$ cat src/sv/command_frame_receiver_assert.svh
// ---------------------------------------------------------------------------
// Assertion macros for the command frame receiver
// Immediate-implication and next-cycle checks on the rising clock edge.
// ---------------------------------------------------------------------------
`ifndef COMMAND_FRAME_RECEIVER_ASSERT_SVH
`define COMMAND_FRAME_RECEIVER_ASSERT_SVH

// antecedent holds -> consequent holds in the same cycle
`define CFR_ASSERT_NOW(label, clk, rst_n, ante, cons) \
  label: assert property (@(posedge clk) disable iff (!rst_n) (ante) |-> (cons)) \
    else $error("cfr assertion failed");

// antecedent holds -> consequent holds in the next cycle
`define CFR_ASSERT_NEXT(label, clk, rst_n, ante, cons) \
  label: assert property (@(posedge clk) disable iff (!rst_n) (ante) |=> (cons)) \
    else $error("cfr assertion failed");

`endif

$ cat src/sv/cfr_pkg.sv
// ---------------------------------------------------------------------------
// cfr_pkg
// Frame constants, command codes and matcher positions for the receiver.
// ---------------------------------------------------------------------------
package cfr_pkg;

  localparam logic [7:0] SYNC0  = 8'h00;
  localparam logic [7:0] SYNC1  = 8'hAA;
  localparam logic [7:0] SYNC2  = 8'hEE;
  localparam logic [7:0] TRAIL0 = 8'hEF;
  localparam logic [7:0] TRAIL1 = 8'hAB;
  localparam logic [7:0] TRAIL2 = 8'h01;

  localparam logic [7:0] CMD_MAX   = 8'h14;
  localparam logic [7:0] LEVEL_MAX = 8'd10;

  typedef enum logic [4:0] {
    CMD_DEV0   = 5'd0,
    CMD_DEV1   = 5'd1,
    CMD_DEV2   = 5'd2,
    CMD_DEV3   = 5'd3,
    CMD_FAN    = 5'd4,
    CMD_HEATER = 5'd5,
    CMD_FERT   = 5'd6,
    CMD_WATER  = 5'd7,
    CMD_LIGHT  = 5'd8,
    CMD_COLOR  = 5'd9,
    CMD_LEVEL  = 5'd10
  } cmd_code_t;

  typedef enum logic [3:0] {
    POS_SYNC0  = 4'd0,
    POS_SYNC1  = 4'd1,
    POS_SYNC2  = 4'd2,
    POS_CMD    = 4'd3,
    POS_HIGH   = 4'd4,
    POS_LOW    = 4'd5,
    POS_TRAIL0 = 4'd6,
    POS_TRAIL1 = 4'd7,
    POS_TRAIL2 = 4'd8
  } pos_t;

  localparam logic [0:0] REG_FERT_TICKS  = 1'b0;
  localparam logic [0:0] REG_WATER_TICKS = 1'b1;

  localparam logic [15:0] TICKS_RESET = 16'd100;

endpackage

$ cat src/sv/command_frame_receiver.sv
// A word accepted at one edge shows its result word on the next cycle.
// Throughput: one word per cycle while the consumer takes result words; a word
// can enter while the consumer empties the result register in the same cycle.
// Reset (rst_n low, synchronous): matcher to start, all device and pump state
// cleared, both tick registers back to 100.
// ---------------------------------------------------------------------------
// command_frame_receiver
// Echoes received bytes, matches nine-byte command frames and runs pump timers.
// ---------------------------------------------------------------------------
`include "command_frame_receiver_assert.svh"

module command_frame_receiver (
  input  logic        clk,
  input  logic        rst_n,
  // configuration
  input  logic        cfg_we,
  input  logic [0:0]  cfg_addr,
  input  logic [15:0] cfg_wdata,
  // input stream
  input  logic        in_tvalid,
  output logic        in_tready,
  input  logic [7:0]  in_tdata,   // [7:0] rx_byte
  input  logic [0:0]  in_tuser,   // [0] command (0 byte, 1 tick)
  // result stream
  output logic        out_tvalid,
  input  logic        out_tready,
  // [7:0] echo_byte, [12:8] command_code, [28:13] command_value,
  // [32:29] device_mask, [33] fan_on, [34] heater_on, [41:35] light_duty,
  // [49:42] light_color, [50] fertilizer_on, [51] water_on, [55:52] zero
  output logic [55:0] out_tdata,
  output logic [1:0]  out_tuser   // [0] echo_valid, [1] frame_accepted
);
  import cfr_pkg::*;

  logic [15:0] fert_ticks_r, water_ticks_r;

  pos_t        pos_r, pos_nxt;
  logic [4:0]  held_cmd_r, held_cmd_nxt;
  logic [7:0]  held_high_r, held_high_nxt;
  logic [7:0]  held_low_r, held_low_nxt;
  logic [3:0]  dev_bits_r, dev_bits_nxt;
  logic        fan_r, fan_nxt;
  logic        heater_r, heater_nxt;
  logic        light_r, light_nxt;
  logic [7:0]  color_r, color_nxt;
  logic [7:0]  level_r, level_nxt;
  logic [15:0] fert_cnt_r, fert_cnt_nxt;
  logic [15:0] water_cnt_r, water_cnt_nxt;
  logic        fert_mot_r, fert_mot_nxt;
  logic        water_mot_r, water_mot_nxt;

  logic        out_valid_r;
  logic [55:0] out_data_r, out_data_nxt;
  logic [1:0]  out_user_r, out_user_nxt;

  logic        accept;
  logic        is_tick;
  logic [7:0]  rx;
  logic        done;
  logic        on;
  logic [3:0]  dev_bit;
  logic [3:0]  level_clamped;
  logic [6:0]  duty;

  assign in_tready  = !out_valid_r || out_tready;
  assign accept     = in_tvalid && in_tready;
  assign is_tick    = in_tuser[0];
  assign rx         = in_tdata;
  assign on         = (held_low_r != 8'd0);
  assign dev_bit    = 4'b0001 << held_cmd_r[1:0];

  assign out_tvalid = out_valid_r;
  assign out_tdata  = out_data_r;
  assign out_tuser  = out_user_r;

  // configuration registers
  always_ff @(posedge clk) begin
    if (!rst_n) begin
      fert_ticks_r  <= TICKS_RESET;
      water_ticks_r <= TICKS_RESET;
    end else if (cfg_we) begin
      unique case (cfg_addr)
        REG_FERT_TICKS:  fert_ticks_r  <= cfg_wdata;
        REG_WATER_TICKS: water_ticks_r <= cfg_wdata;
        default: ;
      endcase
    end
  end

  // matcher, device state and pump timers
  always_comb begin
    pos_nxt       = pos_r;
    held_cmd_nxt  = held_cmd_r;
    held_high_nxt = held_high_r;
    held_low_nxt  = held_low_r;
    dev_bits_nxt  = dev_bits_r;
    fan_nxt       = fan_r;
    heater_nxt    = heater_r;
    light_nxt     = light_r;
    color_nxt     = color_r;
    level_nxt     = level_r;
    fert_cnt_nxt  = fert_cnt_r;
    water_cnt_nxt = water_cnt_r;
    fert_mot_nxt  = fert_mot_r;
    water_mot_nxt = water_mot_r;
    done          = 1'b0;

    if (is_tick) begin
      fert_mot_nxt  = (fert_cnt_r != 16'd0);
      water_mot_nxt = (water_cnt_r != 16'd0);
      if (fert_cnt_r != 16'd0) fert_cnt_nxt = fert_cnt_r - 16'd1;
      if (water_cnt_r != 16'd0) water_cnt_nxt = water_cnt_r - 16'd1;
    end else begin
      // a failing byte drops back to the start and is not re-examined
      pos_nxt = POS_SYNC0;
      unique case (pos_r)
        POS_SYNC0:  if (rx == SYNC0) pos_nxt = POS_SYNC1;
        POS_SYNC1:  if (rx == SYNC1) pos_nxt = POS_SYNC2;
        POS_SYNC2:  if (rx == SYNC2) pos_nxt = POS_CMD;
        POS_CMD: begin
          if (rx <= CMD_MAX) begin
            held_cmd_nxt = rx[4:0];
            pos_nxt      = POS_HIGH;
          end
        end
        POS_HIGH: begin
          held_high_nxt = rx;
          pos_nxt       = POS_LOW;
        end
        POS_LOW: begin
          held_low_nxt = rx;
          pos_nxt      = POS_TRAIL0;
        end
        POS_TRAIL0: if (rx == TRAIL0) pos_nxt = POS_TRAIL1;
        POS_TRAIL1: if (rx == TRAIL1) pos_nxt = POS_TRAIL2;
        POS_TRAIL2: done = (rx == TRAIL2);
        default: ;
      endcase

      if (done) begin
        unique case (held_cmd_r)
          CMD_DEV0, CMD_DEV1, CMD_DEV2, CMD_DEV3:
            dev_bits_nxt = on ? (dev_bits_r | dev_bit) : (dev_bits_r & ~dev_bit);
          CMD_FAN:    fan_nxt       = on;
          CMD_HEATER: heater_nxt    = on;
          CMD_FERT:   fert_cnt_nxt  = on ? fert_ticks_r : 16'd0;
          CMD_WATER:  water_cnt_nxt = on ? water_ticks_r : 16'd0;
          CMD_LIGHT:  light_nxt     = on;
          CMD_COLOR:  color_nxt     = held_low_r;
          CMD_LEVEL:  level_nxt     = held_low_r;
          default: ;  // report only, no state changes
        endcase
      end
    end

    level_clamped = (level_nxt > LEVEL_MAX) ? LEVEL_MAX[3:0] : level_nxt[3:0];
    duty          = light_nxt ? {level_clamped, 3'b000} : 7'd0;

    out_data_nxt = {4'd0, water_mot_nxt, fert_mot_nxt, color_nxt, duty,
                    heater_nxt, fan_nxt, dev_bits_nxt,
                    done ? {held_high_r, held_low_r} : 16'd0,
                    done ? held_cmd_r : 5'd0,
                    is_tick ? 8'd0 : rx};
    out_user_nxt = {done, !is_tick};
  end

  always_ff @(posedge clk) begin
    if (!rst_n) begin
      pos_r       <= POS_SYNC0;
      held_cmd_r  <= '0;
      held_high_r <= '0;
      held_low_r  <= '0;
      dev_bits_r  <= '0;
      fan_r       <= 1'b0;
      heater_r    <= 1'b0;
      light_r     <= 1'b0;
      color_r     <= '0;
      level_r     <= '0;
      fert_cnt_r  <= '0;
      water_cnt_r <= '0;
      fert_mot_r  <= 1'b0;
      water_mot_r <= 1'b0;
    end else if (accept) begin
      pos_r       <= pos_nxt;
      held_cmd_r  <= held_cmd_nxt;
      held_high_r <= held_high_nxt;
      held_low_r  <= held_low_nxt;
      dev_bits_r  <= dev_bits_nxt;
      fan_r       <= fan_nxt;
      heater_r    <= heater_nxt;
      light_r     <= light_nxt;
      color_r     <= color_nxt;
      level_r     <= level_nxt;
      fert_cnt_r  <= fert_cnt_nxt;
      water_cnt_r <= water_cnt_nxt;
      fert_mot_r  <= fert_mot_nxt;
      water_mot_r <= water_mot_nxt;
    end
  end

  // result register: refilled on accept, emptied when the word is taken
  always_ff @(posedge clk) begin
    if (!rst_n) begin
      out_valid_r <= 1'b0;
    end else if (accept) begin
      out_valid_r <= 1'b1;
    end else if (out_tready) begin
      out_valid_r <= 1'b0;
    end
  end

  always_ff @(posedge clk) begin
    if (accept) begin
      out_data_r <= out_data_nxt;
      out_user_r <= out_user_nxt;
    end
  end

  `CFR_ASSERT_NOW(a_stall_blocks_input, clk, rst_n, out_valid_r && !out_tready, !in_tready)
  `CFR_ASSERT_NOW(a_frame_is_byte, clk, rst_n, out_valid_r && out_user_r[1], out_user_r[0])
  `CFR_ASSERT_NEXT(a_tick_motor, clk, rst_n, accept && is_tick,
                   out_data_r[50] == (($past(fert_cnt_r)) != 16'd0))
  `CFR_ASSERT_NOW(a_duty_range, clk, rst_n, out_valid_r, out_data_r[41:35] <= 7'd80)

endmodule

$ cat config.mk
export PLATFORM = sky130hd
export DESIGN_NAME = command_frame_receiver
export DESIGN_NICKNAME = d
export VERILOG_FILES = /design/src/sv/cfr_pkg.sv /design/src/sv/command_frame_receiver.sv
export VERILOG_INCLUDE_DIRS = /design/src /design/src/sv
export SDC_FILE = /design/constraint.sdc
export NUM_CORES = 1
export LEC_CHECK = 0
export BUFFER_PORTS_ARGS = -buffer_cell sky130_fd_sc_hd__buf_2
export CORE_UTILIZATION = 40
export DETAILED_ROUTE_END_ITERATION = 12
export GPL_TIMING_DRIVEN = 0
export SETUP_SLACK_MARGIN = 0.4
export SLEW_MARGIN = 25
export SYNTH_ARGS = -nofsm -noshare
export SYNTH_HDL_FRONTEND = slang
export SYNTH_SLANG_ARGS = --single-unit
$ cat constraint.sdc
create_clock -name clk -period 4.06 [get_ports clk]
set_input_delay 0.812 -clock clk [delete_from_list [all_inputs] [get_ports clk]]
set_output_delay 0.812 -clock clk [all_outputs]
set_load 0.02 [all_outputs]
# After elaboration in Yosys (flattened, before gate mapping)
# Cells that the tools add are included.
[word_totals]
out_inout_bits = 60
wordCells = 127
in_bits = 31
register_bits = 169
[classes]
n_reduce_logical = 24
mux = 44
shifts = 1
n_bitwise = 6
order_cmp = 2
add_sub_neg = 2
eq_ne = 25
[op_table]
columns = ["cell", "n"]
rows = [
  ["16-bit two-way mux", 10],
  ["8-bit two-way mux", 6],
  ["8-bit == test (second input constant)", 4],
  ["4-bit case mux with 8 select lines", 1],
  ["16-bit nonzero test", 2],
  ["16-bit by 1-bit subtractor with 16-bit output (second input constant)", 2],
  ["4-bit two-way mux", 6],
  ["5-bit by 3-bit == test with 1-bit output (second input constant)", 4],
  ["1-bit two-way mux", 17],
  ["4-bit by 3-bit == test with 1-bit output (second input constant)", 4],
  ["5-bit by 4-bit == test with 1-bit output (second input constant)", 3],
  ["4-bit AND reduction", 3],
  ["5-bit by 2-bit == test with 1-bit output (second input constant)", 2],
  ["4-bit by 2-bit == test with 1-bit output (second input constant)", 2],
  ["8-bit by 1-bit == test with 1-bit output (second input constant)", 1],
  ["8-bit by 4-bit > comparator with 1-bit output (second input constant)", 1],
  ["8-bit by 5-bit less-or-equal comparator with 1-bit output (second input constant)", 1],
  ["8-bit logical NOT", 1],
  ["2-bit nonzero test", 4],
  ["8-bit nonzero test", 1],
  ["3-bit two-way mux", 2],
  ["2-bit AND reduction", 3],
  ["3-bit AND reduction", 2],
  ["5-bit by 1-bit == test with 1-bit output (second input constant)", 1],
  ["16 further kinds", 21],
]

# Logic depth before layout (Yosys ltp)
[depth]
ltp_word = 7
depth_mapped = 10
ltp_nobuf = 8

# Worst setup path after synthesis
# Ideal clock, no wire load.
[synth_timing]
path_kind = "input -> register"
start = "in out_tready"
end = "reg out_data_r[0] (netlist: out_tdata[0]) (enable)"
required_time_ps = 3625
setup_ps = 435
stages = 5
arrival_ps = 3192
path_slack_ps = 433
n_path_buf = 2
cell_sequence = "nand2b_1 > clkbuf_1 > nand2_1 > inv_2 > buf_1"
[synth_via]
elab_chain_len = 2
[synth_lines]
columns = ["element", "line", "source"]
rows = [
  ["start: declaration", "command_frame_receiver.sv:26", "input logic out_tready,"],
  ["1-bit logical OR", "command_frame_receiver.sv:65", "assign in_tready = !out_valid_r || out_tready;"],
  ["via in_tready", "command_frame_receiver.sv:21", "output logic in_tready,"],
  ["1-bit logical AND", "command_frame_receiver.sv:66", "assign accept = in_tvalid && in_tready;"],
  ["via accept", "command_frame_receiver.sv:56", "logic accept;"],
  ["end signal: assignment", "command_frame_receiver.sv:214", "out_data_r <= out_data_nxt;"],
  ["end: declaration", "command_frame_receiver.sv:53", "logic [55:0] out_data_r, out_data_nxt;"],
]
# The timed path passes the listed nets, and every way through them passes these cells.
# A chain may end at the register's enable or synchronous reset.

# Worst setup path in the final report
[layout_timing]
start = "reg fert_cnt_r[0]"
end = "reg fert_cnt_r[9]"
[layout_via]
elab_chain_len = 3
[layout_lines]
columns = ["element", "line", "source"]
rows = [
  ["start: declaration", "command_frame_receiver.sv:47", "logic [15:0] fert_cnt_r, fert_cnt_nxt;"],
  ["start signal: assignment", "command_frame_receiver.sv:194", "fert_cnt_r <= fert_cnt_nxt;"],
  ["16-bit by 1-bit subtractor with 16-bit output or 16-bit nonzero test (tied branches)", "command_frame_receiver.sv:111", "if (fert_cnt_r != 16'd0) fert_cnt_nxt = fert_cnt_r - 16'd1;"],
  ["16-bit two-way mux or 2-bit by 1-bit != test with 1-bit output (tied branches)", "--", ""],
  ["16-bit two-way mux or 4-bit AND reduction (tied branches)", "--", ""],
]
# Parallel ways exist; a longest one is shown, timed or not. The select of a mux whose other input is x is not followed.

==> results.md <==
* Status: finished clean
* Post CTS Setup Buffer Count at 0
* Final Max Slew Viols at 0
* Largest fanout on the critical path at 10
* Reg-to-reg critical path startpoint: fert_cnt_r[0]$_SDFFE_PN0P_
* WP data arrival at 3.62 ns
* Number of synthesized flops with an enable pin at 51
* Antenna Cells at 0
* GRT Total Usage at 0.216
* Layout cell share with drive strength beyond 1 at 0.163
* FF-to-FF setup slack at 0.78 ns
* Minimum clock period at 3.28 ns
* Average wire per standard cell at 17.2 um
* HP Start: color_r[2]$_SDFFE_PN0P_
* Post-synthesis sequential area ratio at 0.520
* Worst hold stages at 2
* Top cell type's share of synthesized area at 0.312
* RSZ-0062 raised after global routing: no
* Drt drc at 0
* Slew headroom at 0.394
* Initial Util at 0.409
* Final Setup Violations at 0
* #FFs+latches synth at 166
* Asr flop ratio synth at 0
* H-tree lvl count at 4
* Final instance area at 8730 sq um
* Final Skew at 0.00925 ns
* Syn_area_per_cell at 9.22 sq um
* Later-pin clock latency in the skew report at 0.43 ns
* WS Path Type: reg -> reg
* Max VDD drop at 0.000303 V
* Critical Path Start Type: register
* Vias in the first global route at 5768
* YS warnings at 0
* Synth top area cells: dfxtp_1, edfxtp_1, nand2_1
* Synth-to-layout area growth at 18.3%
* Leading area contributor after synthesis: dfxtp_1
* WHS Endpoint: color_r[2]$_SDFFE_PN0P_
* Pwr/cell area at 548 nW/um^2
* Nets at 941
* Initial antenna violation count at 0
* First-pass DRT Iterations at 7
* Number of placed I/O pins at 91
* Mapped Cells at 800
* Worst R2R End: fert_cnt_r[9]$_SDFFE_PN0P_
* Row Count at 49
* Total core area at 18000 sq um
* Worst R2R Path Depth at 10
* Vias per Instance at 5.40
* Tcrit/Tclk final at 0.808
* Most instantiated cells after synthesis: nand2_1, dfxtp_1, a21oi_1, nor2_1, edfxtp_1
* Grt total ovfl at 0
* Hold Fails Final Rpt at 0
* Worst hold path type: reg -> reg
* CTS tree: yes
* Initial DRC count at 637
* Ys flop type: dfxtp_1
* Clock buffer depth at 2
* Largest net degree at the start of global routing at 33
* Maximum clock frequency at 305 MHz
* Mapped cell area at 7380 sq um
* Most frequent cell after synthesis: nand2_1
* DR vias at 6208
* Power Total at 4.79 mW
* DP Area at 8120 sq um
* Hold-fix buffers, CTS at 0
* DP HPWL at 13.8 mm
* RD Place Congestion at 0.834
* Post-cts sizing count at 0
* Num CTS Buffers at 17
* Routed Antenna Nets at 0
* Die X at 138 um
* First-pass GRT wire length at 30.9 mm
* Critical path required time at 4.40 ns
* Die Y at 138 um
* Max-cap violations at 0
* Crit path capture type: register
* Port Buffer Count at 82
* Die area at 19000 sq um
* CTS clk-pin slew, worst paths at 0.07 ns
* Count of clock tree sinks at 166
* Root Driver: clkbuf_16
* Yosys cell types at 65
* Final wirelength at 19.8 mm
* Worst slew pin tran at 0.901 ns
* Static Leak at 3.33 nW
-- flip-flops by register name (all words and copies together) (netlist names) --
signal	flops
water_cnt_r	16
color_r	8
fert_ticks_r	16
level_r	8
pos_r	4
fert_mot_r	1
light_r	1
out_tvalid	1
water_ticks_r	16
held_low_r	8
fert_cnt_r	16
held_high_r	8
fan_r	1
water_mot_r	1
out_tuser	2
heater_r	1
dev_bits_r	4
out_tdata	49
held_cmd_r	5
-- through the flow --
stage | util | setup slack (ns) | std cells | hold slack (ns) | TNS [ns]
2_1_floorplan | - | 0.433 | 806 | 0.429 | 0
3_3_place_gp | 0.449 | -0.455 | 1117 | 0.437 | -26.56
3_5_place_dp | 0.451 | 0.516 | 1118 | 0.442 | 0
4_1_cts | 0.484 | 0.728 | 1150 | 0.450 | 0
5_1_grt | 0.484 | 0.525 | 1150 | 0.466 | 0
6_report | 0.484 | 0.781 | 1150 | 0.448 | 0
-- worst max-delay path: stages, from the launching register on --
cell and delay, ns:
dfxtp_1 0.34, inv_1 0.09, ha_1 0.19, or3b_2 0.45, clkbuf_1 0.18, nor3_2 0.55, a21oi_1 0.26, nor2_2 0.39
clkbuf_1 0.41, o21ai_0 0.16, a21oi_1 0.17
-- cell type report --
type,instances,area [sq um]
buffer,61,274
clock buffer,18,429
clock inverter,14,175
fill,1769,9290
inverter,13,48.8
multi-input combinational,566,3250
sequential,166,3830
tap,229,287
timing repair buffer,83,430
-- how the worst max path moves through the flow --
stage	from	end	slack, ns	cells past startpoint
2_1_floorplan	out_tready	out_tdata[0]$_SDFFCE_PP0P_	0.43	5
3_3_place_gp	out_tready	color_r[6]$_SDFFE_PN0P_	-0.46	8
3_5_place_dp	in_tdata[4]	water_cnt_r[9]$_SDFFE_PN0P_	0.52	8
4_1_cts	fert_cnt_r[0]$_SDFFE_PN0P_	fert_cnt_r[9]$_SDFFE_PN0P_	0.73	10
5_1_grt	fert_cnt_r[0]$_SDFFE_PN0P_	fert_cnt_r[9]$_SDFFE_PN0P_	0.52	10
6_report	fert_cnt_r[0]$_SDFFE_PN0P_	fert_cnt_r[9]$_SDFFE_PN0P_	0.78	10
-- cell usage in the layout (no fill, tap or decap), types with 6 or more instances in the layout --
cell type  count
buf_4          7
clkbuf_1      48
nand2_1      136
o21ai_0       22
and2_1        27
nand4_1        6
mux2i_1       28
mux2_2        10
o32ai_1       12
a32oi_1        7
dfxtp_1      115
nor3_1        16
clkbuf_16     17
conb_1         7
nand2b_1       6
a31oi_1        9
nand3_1       29
nor2b_1       13
a21oi_1       88
edfxtp_1      51
or3_1          7
buf_2         85
inv_1         10
nor4_1         9
nor2_1        51
-- report_power, final --
part	switching [mW]	internal, mW	total [mW]
logic	0.743	0.439	1.18
clock network	0.699	0.977	1.68
registers	0.0924	1.84	1.93
total	1.53	3.25	4.79
-- cells by family (layout without fill, tap and decap cells) --
family          after synthesis  after routing  share of synthesized area
buf+inv                      74            189                     0.0436
flops                       166            166                      0.520
fa+ha+maj                     2              2                    0.00339
mux                          38             38                     0.0532
compound gates              182            182                      0.154
xor+xnor                      4              4                    0.00475
simple gates                333            333                      0.221
other cells                   1              7                   0.000508
-- routing by layer --
metal / global-route usage / vias up / part of all wire
li1: - / 3083 / -
met1: 0.284 / 2885 / 0.47
met2: 0.352 / 216 / 0.46
met3: 0.0445 / 24 / 0.056
met4: 0.0731 / 0 / 0.017
met5: 0 / - / 0
No activity file was read; power rests on OpenSTA's default activity.
